===== src/rtl/ptt_pkg.sv =====
package ptt_pkg;

  localparam int unsigned CMD_W  = 3;
  localparam int unsigned TIME_W = 32;
  localparam int unsigned IVL_W  = 32;
  localparam int unsigned SID_W  = 4;
  localparam int unsigned TID_W  = 6;
  localparam int unsigned STAT_W = 3;

  localparam logic [CMD_W-1:0] CMD_ADD_TASK  = 3'd0;
  localparam logic [CMD_W-1:0] CMD_REM_TASK  = 3'd1;
  localparam logic [CMD_W-1:0] CMD_ADD_SCHED = 3'd2;
  localparam logic [CMD_W-1:0] CMD_REM_SCHED = 3'd3;
  localparam logic [CMD_W-1:0] CMD_TICK      = 3'd4;

  localparam logic [STAT_W-1:0] ST_OK        = 3'd0;
  localparam logic [STAT_W-1:0] ST_BAD_IVL   = 3'd1;
  localparam logic [STAT_W-1:0] ST_UNKNOWN   = 3'd2;
  localparam logic [STAT_W-1:0] ST_PRESENT   = 3'd3;
  localparam logic [STAT_W-1:0] ST_NOT_FOUND = 3'd4;

  typedef struct packed {
    logic [CMD_W-1:0]        command;
    logic [TIME_W-1:0]       now;
    logic [SID_W-1:0]        schedule_id;
    logic [TID_W-1:0]        task_id;
    logic [TIME_W-1:0]       begin_time;
    logic signed [IVL_W-1:0] interval;
    logic                    repeat_req;
    logic                    fire_first;
  } ptt_in_t;

  typedef struct packed {
    logic [STAT_W-1:0] status;
    logic              fired;
    logic [SID_W-1:0]  fired_schedule;
    logic [TID_W-1:0]  fired_task;
    logic              task_started;
    logic              last;
  } ptt_out_t;

  // controller -> datapath
  typedef struct packed {
    logic capture;
    logic exec;
    logic scan;
    logic step;
    logic finish;
  } ptt_cmd_t;

  // datapath -> controller
  typedef struct packed {
    logic in_is_tick;
    logic fires;
    logic pend_valid;
    logic out_free;
  } ptt_stat_t;

endpackage


===== src/rtl/ptt_ctrl.sv =====
module ptt_ctrl #(
  parameter int unsigned Entries = 16,
  localparam int unsigned IdxW = (Entries > 1) ? $clog2(Entries) : 1
) (
  input  logic                clk_i,
  input  logic                rst_ni,
  input  logic                in_valid_i,
  output logic                in_ready_o,
  output ptt_pkg::ptt_cmd_t   cmd_o,
  output logic [IdxW-1:0]     idx_o,
  input  ptt_pkg::ptt_stat_t  stat_i
);

  localparam logic [IdxW-1:0] LastIdx = IdxW'(Entries - 1);

  typedef enum logic [1:0] {
    S_IDLE,
    S_EXEC,
    S_SCAN,
    S_FIN
  } state_e;

  state_e          state_q;
  logic [IdxW-1:0] idx_q;

  assign in_ready_o = (state_q == S_IDLE);
  assign idx_o      = idx_q;

  always_comb begin
    cmd_o         = '0;
    cmd_o.capture = in_valid_i && in_ready_o;
    cmd_o.scan    = (state_q == S_SCAN);
    case (state_q)
      S_EXEC:  cmd_o.exec   = stat_i.out_free;
      // a firing entry needs the output stage only when a result is pending
      S_SCAN:  cmd_o.step   = !stat_i.fires || !stat_i.pend_valid || stat_i.out_free;
      S_FIN:   cmd_o.finish = stat_i.out_free;
      default: ;
    endcase
  end

  always_ff @(posedge clk_i or negedge rst_ni) begin
    if (!rst_ni) begin
      state_q <= S_IDLE;
      idx_q   <= '0;
    end else begin
      case (state_q)
        S_IDLE: begin
          if (cmd_o.capture) begin
            idx_q   <= '0;
            state_q <= stat_i.in_is_tick ? S_SCAN : S_EXEC;
          end
        end
        S_EXEC: begin
          if (cmd_o.exec) state_q <= S_IDLE;
        end
        S_SCAN: begin
          if (cmd_o.step) begin
            if (idx_q == LastIdx) state_q <= S_FIN;
            else idx_q <= idx_q + 1'b1;
          end
        end
        S_FIN: begin
          if (cmd_o.finish) state_q <= S_IDLE;
        end
        default: state_q <= S_IDLE;
      endcase
    end
  end

endmodule


===== src/rtl/ptt_dp.sv =====
module ptt_dp #(
  parameter int unsigned SCHEDULE_SLOTS = 16,
  parameter int unsigned TASK_IDS = 64,
  parameter int unsigned TIME_BITS = 32,
  parameter int unsigned Entries = 16,
  localparam int unsigned IdxW = (Entries > 1) ? $clog2(Entries) : 1
) (
  input  logic                clk_i,
  input  logic                rst_ni,
  input  ptt_pkg::ptt_in_t    in_data_i,
  input  ptt_pkg::ptt_cmd_t   cmd_i,
  input  logic [IdxW-1:0]     idx_i,
  output ptt_pkg::ptt_stat_t  stat_o,
  output logic                out_valid_o,
  input  logic                out_ready_i,
  output ptt_pkg::ptt_out_t   out_data_o
);

  localparam int unsigned TW    = TIME_BITS;
  localparam int unsigned NowW  = (TW > ptt_pkg::TIME_W) ? TW : ptt_pkg::TIME_W;
  localparam int unsigned SW    = NowW + 2;
  localparam int unsigned TidxW = (TASK_IDS > 1) ? $clog2(TASK_IDS) : 1;
  localparam int unsigned TextW = (TidxW > ptt_pkg::TID_W) ? TidxW : ptt_pkg::TID_W;

  // time + signed interval, saturated to the time range
  function automatic logic [TW-1:0] tadd(input logic [TW-1:0] t,
                                          input logic signed [ptt_pkg::IVL_W-1:0] v);
    logic signed [SW-1:0] s;
    s = $signed(SW'(t)) + SW'(v);
    if (s[SW-1]) tadd = '0;
    else if (|s[SW-2:TW]) tadd = '1;
    else tadd = s[TW-1:0];
  endfunction

  ptt_pkg::ptt_in_t in_q;

  logic [Entries-1:0]                valid_q;
  logic [ptt_pkg::TID_W-1:0]         task_q [Entries];
  logic [TW-1:0]                     due_q  [Entries];
  logic signed [ptt_pkg::IVL_W-1:0]  ivl_q  [Entries];
  logic [Entries-1:0]                rep_q;
  logic [Entries-1:0]                first_q;
  logic [TASK_IDS-1:0]               present_q;

  logic                 pend_valid_q;
  ptt_pkg::ptt_out_t    pend_q;
  logic                 out_valid_q;
  ptt_pkg::ptt_out_t    out_q;

  logic [NowW-1:0]      now_x, begin_x;
  logic [TW-1:0]        now_t, begin_t;
  logic                 sid_ok, tid_ok;
  logic [IdxW-1:0]      sidx, ridx;
  logic [TextW-1:0]     tid_x, etask_x;
  logic [TidxW-1:0]     taddr;
  logic                 present_rd;

  logic                             e_valid, e_first, e_rep;
  logic [ptt_pkg::TID_W-1:0]        e_task;
  logic [TW-1:0]                    e_due;
  logic signed [ptt_pkg::IVL_W-1:0] e_ivl, add_ivl;
  logic [TW-1:0]                    sum_now, sum_due, next_due;
  logic                             due_hit, fires;

  logic [ptt_pkg::STAT_W-1:0] status;
  logic                       cmd_ok;
  ptt_pkg::ptt_out_t          fire_res, quiet_res, cmd_res;
  logic                       out_load;
  ptt_pkg::ptt_out_t          out_d;

  assign now_x   = NowW'(in_q.now);
  assign begin_x = NowW'(in_q.begin_time);
  assign now_t   = now_x[TW-1:0];
  assign begin_t = begin_x[TW-1:0];

  assign sid_ok = 32'(in_q.schedule_id) < SCHEDULE_SLOTS;
  assign tid_ok = 32'(in_q.task_id) < TASK_IDS;
  assign sidx   = in_q.schedule_id[IdxW-1:0];
  assign tid_x  = TextW'(in_q.task_id);

  // one read port on the table: scan index during a tick, else the command's id
  assign ridx    = cmd_i.scan ? idx_i : sidx;
  assign e_valid = valid_q[ridx];
  assign e_first = first_q[ridx];
  assign e_rep   = rep_q[ridx];
  assign e_task  = task_q[ridx];
  assign e_due   = due_q[ridx];
  assign e_ivl   = ivl_q[ridx];

  assign etask_x    = TextW'(e_task);
  assign taddr      = cmd_i.scan ? etask_x[TidxW-1:0] : tid_x[TidxW-1:0];
  assign present_rd = present_q[taddr];

  assign add_ivl  = cmd_i.scan ? e_ivl : in_q.interval;
  assign sum_now  = tadd(now_t, add_ivl);
  assign sum_due  = tadd(e_due, e_ivl);
  assign next_due = (sum_due < now_t) ? sum_now : sum_due;
  assign due_hit  = (now_t >= e_due);
  assign fires    = e_valid && (e_first || due_hit);

  always_comb begin
    status = ptt_pkg::ST_OK;
    case (in_q.command)
      ptt_pkg::CMD_ADD_TASK: begin
        if (!tid_ok) status = ptt_pkg::ST_UNKNOWN;
        else if (present_rd) status = ptt_pkg::ST_PRESENT;
      end
      ptt_pkg::CMD_REM_TASK: begin
        if (!tid_ok || !present_rd) status = ptt_pkg::ST_NOT_FOUND;
      end
      ptt_pkg::CMD_ADD_SCHED: begin
        if (in_q.repeat_req && (in_q.interval <= 32'sd0)) status = ptt_pkg::ST_BAD_IVL;
        else if (!tid_ok || !present_rd) status = ptt_pkg::ST_UNKNOWN;
        else if (!sid_ok) status = ptt_pkg::ST_NOT_FOUND;
        else if (e_valid) status = ptt_pkg::ST_PRESENT;
      end
      ptt_pkg::CMD_REM_SCHED: begin
        if (!sid_ok || !e_valid) status = ptt_pkg::ST_NOT_FOUND;
      end
      default: status = ptt_pkg::ST_OK;
    endcase
  end

  assign cmd_ok = cmd_i.exec && (status == ptt_pkg::ST_OK);

  always_comb begin
    fire_res                = '0;
    fire_res.status         = ptt_pkg::ST_OK;
    fire_res.fired          = 1'b1;
    fire_res.fired_schedule = ptt_pkg::SID_W'(idx_i);
    fire_res.fired_task     = e_task;
    fire_res.task_started   = present_rd;

    quiet_res        = '0;
    quiet_res.status = ptt_pkg::ST_OK;
    quiet_res.last   = 1'b1;

    cmd_res        = quiet_res;
    cmd_res.status = status;

    out_load = 1'b0;
    out_d    = quiet_res;
    if (cmd_i.exec) begin
      out_load = 1'b1;
      out_d    = cmd_res;
    end else if (cmd_i.step && fires && pend_valid_q) begin
      out_load = 1'b1;
      out_d    = pend_q;
    end else if (cmd_i.finish) begin
      out_load = 1'b1;
      if (pend_valid_q) begin
        out_d      = pend_q;
        out_d.last = 1'b1;
      end
    end
  end

  always_ff @(posedge clk_i or negedge rst_ni) begin
    if (!rst_ni) begin
      valid_q      <= '0;
      present_q    <= '0;
      pend_valid_q <= 1'b0;
      out_valid_q  <= 1'b0;
    end else begin
      if (cmd_ok && in_q.command == ptt_pkg::CMD_ADD_TASK) present_q[taddr] <= 1'b1;
      if (cmd_ok && in_q.command == ptt_pkg::CMD_REM_TASK) present_q[taddr] <= 1'b0;
      if (cmd_ok && in_q.command == ptt_pkg::CMD_ADD_SCHED) valid_q[sidx] <= 1'b1;
      if (cmd_ok && in_q.command == ptt_pkg::CMD_REM_SCHED) valid_q[sidx] <= 1'b0;
      if (cmd_i.step && fires && !e_rep) valid_q[idx_i] <= 1'b0;

      if (cmd_i.step && fires) pend_valid_q <= 1'b1;
      else if (cmd_i.finish) pend_valid_q <= 1'b0;

      if (out_load) out_valid_q <= 1'b1;
      else if (out_ready_i) out_valid_q <= 1'b0;
    end
  end

  always_ff @(posedge clk_i) begin
    if (cmd_i.capture) in_q <= in_data_i;
    if (cmd_ok && in_q.command == ptt_pkg::CMD_ADD_SCHED) begin
      task_q[sidx]  <= in_q.task_id;
      due_q[sidx]   <= (begin_t == '0) ? sum_now : begin_t;
      ivl_q[sidx]   <= in_q.interval;
      rep_q[sidx]   <= in_q.repeat_req;
      first_q[sidx] <= in_q.fire_first;
    end
    if (cmd_i.step && e_valid) begin
      if (e_first) first_q[idx_i] <= 1'b0;
      else if (due_hit) due_q[idx_i] <= next_due;
    end
    if (cmd_i.step && fires) pend_q <= fire_res;
    if (out_load) out_q <= out_d;
  end

  assign stat_o.in_is_tick = (in_data_i.command == ptt_pkg::CMD_TICK);
  assign stat_o.fires      = fires;
  assign stat_o.pend_valid = pend_valid_q;
  assign stat_o.out_free   = !out_valid_q || out_ready_i;

  assign out_valid_o = out_valid_q;
  assign out_data_o  = out_q;

endmodule


===== src/rtl/periodic_task_timer_table.sv =====
// Timer table: a presence map of task ids and a table of schedule entries.
// Each transfer on the input carries one command (add/remove task, add/remove
// schedule, tick) and produces one or more results; the final one has last set.
// A non-tick command runs once the output is free. A tick walks the schedule
// table one entry per cycle in id order; a firing result is held pending until
// the next firing or the walk's end so that last can be set on it, and the walk
// stalls while a firing entry meets a pending result and the output is not free.
// A new command is taken once the previous one has loaded its final result.
module periodic_task_timer_table #(
  parameter int unsigned SCHEDULE_SLOTS = 16,
  parameter int unsigned TASK_IDS = 64,
  parameter int unsigned TIME_BITS = 32
) (
  input  logic               clk_i,
  input  logic               rst_ni,
  input  logic               in_valid_i,
  output logic               in_ready_o,
  input  ptt_pkg::ptt_in_t   in_data_i,
  output logic               out_valid_o,
  input  logic               out_ready_i,
  output ptt_pkg::ptt_out_t  out_data_o
);

  localparam int unsigned Entries = (SCHEDULE_SLOTS < 16) ? SCHEDULE_SLOTS : 16;
  localparam int unsigned IdxW    = (Entries > 1) ? $clog2(Entries) : 1;

  ptt_pkg::ptt_cmd_t  cmd;
  ptt_pkg::ptt_stat_t stat;
  logic [IdxW-1:0]    idx;

  ptt_ctrl #(
    .Entries(Entries)
  ) u_ctrl (
    .clk_i      (clk_i),
    .rst_ni     (rst_ni),
    .in_valid_i (in_valid_i),
    .in_ready_o (in_ready_o),
    .cmd_o      (cmd),
    .idx_o      (idx),
    .stat_i     (stat)
  );

  ptt_dp #(
    .SCHEDULE_SLOTS (SCHEDULE_SLOTS),
    .TASK_IDS       (TASK_IDS),
    .TIME_BITS      (TIME_BITS),
    .Entries        (Entries)
  ) u_dp (
    .clk_i       (clk_i),
    .rst_ni      (rst_ni),
    .in_data_i   (in_data_i),
    .cmd_i       (cmd),
    .idx_i       (idx),
    .stat_o      (stat),
    .out_valid_o (out_valid_o),
    .out_ready_i (out_ready_i),
    .out_data_o  (out_data_o)
  );

`ifndef SYNTHESIS
  // a result without a firing is always the only, hence final, one
  a_quiet_is_last: assert property (@(posedge clk_i) disable iff (!rst_ni)
    out_valid_o && !out_data_o.fired |-> out_data_o.last)
    else $error("non-firing result without last");

  a_fired_ok: assert property (@(posedge clk_i) disable iff (!rst_ni)
    out_valid_o && out_data_o.fired |-> out_data_o.status == ptt_pkg::ST_OK)
    else $error("firing result with non-ok status");

  // output register is only loaded when free
  a_load_free: assert property (@(posedge clk_i) disable iff (!rst_ni)
    cmd.exec || cmd.finish || (cmd.step && stat.fires && stat.pend_valid)
    |-> stat.out_free)
    else $error("output register overwritten");

  a_finish_clears: assert property (@(posedge clk_i) disable iff (!rst_ni)
    cmd.finish |=> !stat.pend_valid && in_ready_o)
    else $error("pending result left after tick");
`endif

endmodule

===== config.mk =====
export PLATFORM = sky130hd
export DESIGN_NAME = periodic_task_timer_table
export DESIGN_NICKNAME = d
export VERILOG_FILES = /design/src/rtl/ptt_pkg.sv /design/src/rtl/ptt_ctrl.sv /design/src/rtl/ptt_dp.sv /design/src/rtl/periodic_task_timer_table.sv
export SDC_FILE = /design/constraint.sdc
export NUM_CORES = 2
export LEC_CHECK = 0
export BUFFER_PORTS_ARGS = -buffer_cell sky130_fd_sc_hd__buf_2
export CAP_MARGIN = 20
export CORE_MARGIN = 5
export CORE_UTILIZATION = 58
export DETAILED_ROUTE_END_ITERATION = 8
export PLACE_DENSITY = 0.78
export SLEW_MARGIN = 15
export SYNTH_ARGS = -nofsm -noshare
export SYNTH_HDL_FRONTEND = slang
export SYNTH_SLANG_ARGS = --single-unit
export TNS_END_PERCENT = 50

===== constraint.sdc =====
create_clock -name clk_i -period 12.5 [get_ports clk_i]
set_clock_uncertainty 0.15 [all_clocks]
set_input_delay 2.5 -clock clk_i [delete_from_list [all_inputs] [get_ports clk_i]]
set_output_delay 2.5 -clock clk_i [all_outputs]
set_load 0.05 [all_outputs]

## Yosys cells after proc, flatten, opt, wreduce, memory -nomap -nowiden

Memory sizes are Yosys's and may differ from the RTL's.
Cells that the tools add are included.

| cells by class | value |
|---|---|
| bitwise logic cells | 9 |
| reductions and logical operators | 33 |
| order comparisons | 10 |
| multiplexer cells | 74 |
| $add $sub $neg | 3 |
| equal/unequal tests | 14 |

Operators by type and width:

| operator | number |
|---|---|
| $mux W32 | 8 |
| $mux W16 | 9 |
| $mux W64 | 2 |
| $add A33 B32 Y34 | 2 |
| $and A64 B64 Y64 | 1 |
| $not A64 Y64 | 1 |
| $or A64 B64 Y64 | 1 |
| $and A16 B16 Y16 | 3 |
| $bwmux W16 | 2 |
| $ge A32 B32 Y1 | 1 |
| $le A32 B1 Y1 const B | 1 |
| $logic_not A32 Y1 | 1 |
| $lt A32 B32 Y1 | 1 |
| $not A16 Y16 | 2 |
| $reduce_or A32 Y1 | 1 |
| $mux W1 | 24 |
| $mux W4 | 5 |
| $mux W2 | 8 |
| $or A16 B16 Y16 | 1 |
| $logic_and A1 B1 Y1 | 15 |
| $lt A4 B5 Y1 const B | 3 |
| $mux W13 | 1 |
| $bmux W1 S4 | 3 |
| $mux W3 | 4 |
| other kinds (26) | 43 |

| storage, ports and cells | value |
|---|---|
| memories | 3 |
| RAM bits | 1120 |
| word-level logic and storage cells | 171 |
| register bits | 258 |
| bits of input ports | 115 |
| output and inout port bits | 18 |

Memories:

| memory | words | width | read ports | clocked after memory_dff | write ports | RTL line | source |
|---|---|---|---|---|---|---|---|
| u_dp.due_q | 16 | 32 | 1 | 0 | 1 | ptt_dp.sv:39 | `logic [TW-1:0] due_q [Entries];` |
| u_dp.ivl_q | 16 | 32 | 1 | 0 | 1 | ptt_dp.sv:40 | `logic signed [ptt_pkg::IVL_W-1:0] ivl_q [Entries];` |
| u_dp.task_q | 16 | 6 | 1 | 0 | 1 | ptt_dp.sv:38 | `logic [ptt_pkg::TID_W-1:0] task_q [Entries];` |

## Logic depth before layout (Yosys ltp)

An unclocked memory read counts as a cell.

| depth | value |
|---|---|
| depth in word-level cells | 17 |
| depth in mapped cells | 44 |
| mapped depth without buffers | 33 |

## Cells and area by module

From an unflattened synthesis, not the netlist that was laid out.

| second synthesis, totals | value |
|---|---|
| cells, all modules | 3852 |
| area, all modules | 61087.3 um^2 |

Modules (own cells, without submodules):

| module | seq. area each (um^2) | instances | cells an instance | area an instance (um^2) |
|---|---|---|---|---|
| ptt_dp | 40629.0 | 1 | 3811 | 60710.7 |
| ptt_ctrl | 150.1 | 1 | 41 | 376.6 |

## Worst setup path before layout

No wires, ideal clock.

| path | value |
|---|---|
| path type | reg2reg |
| start | reg u_ctrl.idx_q[0], in the netlist u_ctrl.idx_o[0] |
| end | mem u_dp.due_q[0][11] in the netlist's numbering (data pin) |
| buffers on the path | 11 |
| period minus slack after synthesis | 9.466 ns |
| required time | 12.020 ns |
| library setup time | 0.330 ns |
| path slack | 3.034 ns |
| cell stages (with the launch flop) | 42 |
| data arrival time | 8.985 ns |
| cell sequence | dfrtp_1 buf_2 nand3b_1 o21ai_1 buf_2 buf_2 buf_2 clkbuf_1 buf_1 buf_1 mux4_2 nand2_1 a31oi_1 ha_1 a21o_1 a21o_1 a21oi_1 nor2_1 [... 6 more ...] clkbuf_1 clkbuf_1 a21oi_1 ha_1 a21oi_1 nor2b_1 o21ai_0 nand2b_1 a21oi_1 o21ai_0 o311a_1 a21o_1 a21oi_1 o31a_1 clkbuf_1 buf_2 mux2i_1 o21ai_0 |

| between the ends | value |
|---|---|
| word-level cells in the longest chain between the ends | 14 |
| elaborated cells between the ends (all ways) | 31 |
| classes of those cells | add/sub: 2; order compare: 2; mux: 18; reduce/logical: 7; memory: 2 |

Ends and longest elaborated chain:

| element | RTL line | source |
|---|---|---|
| start, declared | ptt_ctrl.sv:24 | `logic [IdxW-1:0] idx_q;` |
| start signal, assigned | ptt_ctrl.sv:60 | `else idx_q <= idx_q + 1'b1;` |
| $mux W4 (*) | ptt_dp.sv:82 | `assign ridx = cmd_i.scan ? idx_i : sidx;` |
| branches (longest 12 deep; another with $add A33 B32 Y34) | - |  |
| $mux W32 (no source line) (*) | - |  |
| end, declared | ptt_dp.sv:39 |  |

Every way passes the cells marked *. The select of a mux whose other input is x is not followed.

## Worst setup path after layout

| path | value |
|---|---|
| start | reg u_ctrl.state_q[0] |
| end | mem u_dp.due_q[6][17] in the netlist's numbering (data pin) |

| between the ends | value |
|---|---|
| word-level cells in the longest chain between the ends | 15 |
| elaborated cells between the ends (all ways) | 32 |
| classes of those cells | add/sub: 2; order compare: 2; eq/ne: 1; mux: 18; reduce/logical: 7; memory: 2 |

Ends and longest elaborated chain:

| element | RTL line | source |
|---|---|---|
| start, declared | ptt_ctrl.sv:23 | `state_e state_q;` |
| start signal, assigned | ptt_ctrl.sv:51 | `state_q <= stat_i.in_is_tick ? S_SCAN : S_EXEC;` |
| $eq A2 B2 Y1 (*) | ptt_ctrl.sv:32, ptt_ctrl.sv:33 |  |
| branches (longest 13 deep; another with $add A33 B32 Y34) | - |  |
| $mux W32 (no source line) (*) | - |  |

Marked as above.

==> metrics.md <==
| Metric | Value |
|---|---|
| Status | `finished clean` |
| Leakage power | `0.0241 uW` |
| Global Route Usage Sum | `0.288` |
| Slew Viols, Final | `0` |
| Initial antenna violation count | `0` |
| Seq/Total Area, Yosys | `0.672` |
| PwrDens | `between 200 and 250 nW/um^2` |
| H-tree levels | `4` |
| Ys flop type | `edfxtp_1` |
| Endpoints failing setup | `0` |
| PortBufs | `132` |
| Drt pass-1 iters | `9` |
| RD Place Congestion | `approximately 0.97` |
| CTS Buf Count | `140` |
| Footprint of the multi-input gates | `18900 sq um` |
| Synth unique cells | `89` |
| Final Hold Fails | `0` |
| Number of hold buffers added after cts | `0` |
| DR WL/cell | `28.5 microns` |
| Fraction of layout cells with a size suffix above 1 | `0.182` |
| Worst skew pair latency | `770 ps` |
| Kind of end point of the critical path | `register` |
| Post CTS Setup Buffer Count | `0` |
| Hold/Removal Path Class | `reg -> reg` |
| Final WL | `about 160000 microns` |
| Most common cell in the netlist | `edfxtp_1` |
| Synth area leader | `edfxtp_1` |
| Ports | `between 100 and 150` |
| Post-CTS sizing | `0` |
| Final period util | `0.829` |
| Chip width | `334 microns` |
| Layout net count | `4477` |
| Bufs on Longest Clock Path | `3` |
| Grt total ovfl | `0` |
| Yosys top cell area share | `0.630` |
| Area contributors post-synth | `edfxtp_1, mux4_2, dfrtp_1` |
| Die ar. | `111000 sq um` |
| Worst setup path class | `reg -> reg` |
| Fill cell count | `6973` |
| RSZ-0062 raised after global routing | `false` |
| Global-route wire length before repair | `241000 microns` |
| Synth Cell Area | `60700 sq um` |
| Area growth syn-to-layout | `11.7%` |
| Number of diodes | `0` |
| Seq. cell area | `40800 sq um` |
| Worst path slowest cell | `o21ai_0` |
| Vias after detailed routing | `38645` |
| Vias per cell | `~6.8` |
| Total Power | `14900 uW` |
| Initial core utilization | `0.585` |
| Max Cap Viol | `0` |
| Post-DP HPWL | `97400 microns` |
| Residual DRC | `0` |
| Iteration-0 DRC Markers | `5327` |
| Clk root buf | `clkbuf_16` |
| Syn Nets | `4304` |
| Peak supply drop | `0.000255 V` |
| Worst endpoint required time | `12960 ps` |
| Die Span Y | `around 330 microns` |
| Max FO, Critical Path | `69` |
| Warnings, synthesis | `0` |
| CTS tree | `done` |
| Avg Cell Area, Syn | `15.0 sq um` |
| Commonest cells in the synthesized netlist | `edfxtp_1, nand2_1, mux4_2, a21oi_1, clkbuf_1` |
| Tmin final | `10370 ps` |
| Measured slew at the worst slew-check pin | `about 1200 ps` |
| Post-synth EDFFs | `1274` |
| Asr flop ratio synth | `0.0639` |
| Max Clk Rate | `96.5 MHz` |
| Core footprint | `104000 sq um` |
| DRT antenna net count | `0` |
| Data arrival, critical path | `roughly 11000 ps` |
| Std-Cell Rows | `118` |
| Clk pin slew, worst setup/hold paths | `60 ps` |
| Crit-path max cell delay | `710 ps` |
| Largest net degree at the start of global routing | `104` |
| Register bit total from synthesis | `1378` |
| Worst Setup Start Kind | `register` |
| Setup TNS | `0 ps` |
| Vias in the first global route | `~38000` |
| Headroom to the max-slew limit | `0.182` |
| Post-Synthesis Cells | `about 4100` |
| TritonCTS Sinks | `1378` |
-- flip-flops by register name, summed over array words and instances, names as in the netlist, 6 cells and up --
register and count:
u_dp.begin_t 32, u_dp.due_q 512, u_dp.first_q 16, u_dp.in_q 37
u_dp.ivl_q 512, u_dp.now_t 32, u_dp.out_data_o 16, u_dp.pend_q 11
u_dp.present_q 64, u_dp.rep_q 16, u_dp.task_q 96, u_dp.tid_x 6
u_dp.valid_q 16
-- critical path: cells and delay by family (launching register included) --
kind | cells | cell delay (ps)
AO/OA/AOI/OAI | 14 | 3910
AND/OR/NAND/NOR | 10 | 1750
buffers and inverters | 5 | 1740
multiplexers | 2 | 990
adder cells (fa/ha/maj) | 2 | 740
flip-flops | 1 | 630
XOR/XNOR | 1 | 140
-- layout by cell type, fill, tap and decap left out, drive strengths merged, types with 69 or more instances in the layout --
cell type,netlist,final
inv,103,115
nand2,578,578
edfxtp,1274,1274
buf,90,252
mux2i,69,69
a21oi,203,203
mux4,256,256
nand3,126,126
o21ai,121,121
nor2,103,103
dfrtp,88,88
ha,132,132
clkbuf,133,176
-- cells by family after synthesis --
logic type                 share of synthesized area
AOI/OAI and AO/OA                             0.0804
buffers and inverters                         0.0217
adders and majority gates                     0.0277
DFF                                            0.672
muxes                                          0.108
xor gates and xnor gates                     0.00793
and+or+nand+nor                               0.0825
-- through the flow --
step | util | hold WS (ps) | setup WS, ps | area [sq um] | std cells
finish | 0.654 | 322 | 2130 | 67800 | 5721
detailed placement | 0.611 | 317 | 2470 | 63400 | 5464
global placement | 0.611 | 309 | 2680 | 63400 | 5462
global route | 0.654 | 344 | 1460 | 67800 | 5721
CTS | 0.653 | 324 | 2400 | 67800 | 5718
floorplan | - | 294 | 3030 | 60700 | 4056
-- final timing paths --
| path | from | endpoint | slack [ps] | depth (start not counted) |
|---|---|---|---|---|
| min in group asynchronous | rst_ni | u_dp.present_q[10]$_DFF_PN0_ | 1540 | 1 |
| min reg2reg | u_dp.first_q[12]$_DFF_P_ | u_dp.first_q[12]$_DFF_P_ | 320 | 2 |
| min | u_dp.first_q[12]$_DFF_P_ | u_dp.first_q[12]$_DFF_P_ | 320 | 2 |
| max | u_ctrl.state_q[0]$_DFFE_PN0P_ | u_dp.due_q[6][17]$_DFFE_PP_ | 2130 | 34 |
| max in group asynchronous | rst_ni | u_ctrl.idx_o[0]$_DFFE_PN0P_ | 9530 | 2 |
| max reg2reg | u_ctrl.state_q[0]$_DFFE_PN0P_ | u_dp.due_q[6][17]$_DFFE_PP_ | 2130 | 34 |
-- report_power, final --
| part | internal (uW) | leakage [uW] | switching [uW] |
|---|---|---|---|
| clock network | 2260 | 0.00214 | 1750 |
| logic | 1900 | 0.00917 | 3400 |
| registers | 5390 | 0.0128 | 241 |
| total | 9540 | 0.0241 | 5400 |
-- layout make-up --
class / instances / area share
Clock inverter: 80 / 0.0101
Clock buffer: 174 / 0.0543
Inverter: 103 / 0.00570
Timing Repair Buffer: 254 / 0.0240
Tap cell: 1380 / 0.0255
Sequential cell: 1378 / 0.601
Multi-Input combinational cell: 2352 / 0.279
-- per-layer routing --
layer | vias up | global-route usage | wire (microns)
li1 | 16303 | - | -
met1 | 19362 | 0.401 | 61100
met2 | 2571 | 0.460 | 77900
met3 | 409 | 0.0548 | 17000
met4 | 0 | 0.113 | 6920
met5 | - | 0 | 0
(Power assumes the default switching activity.)
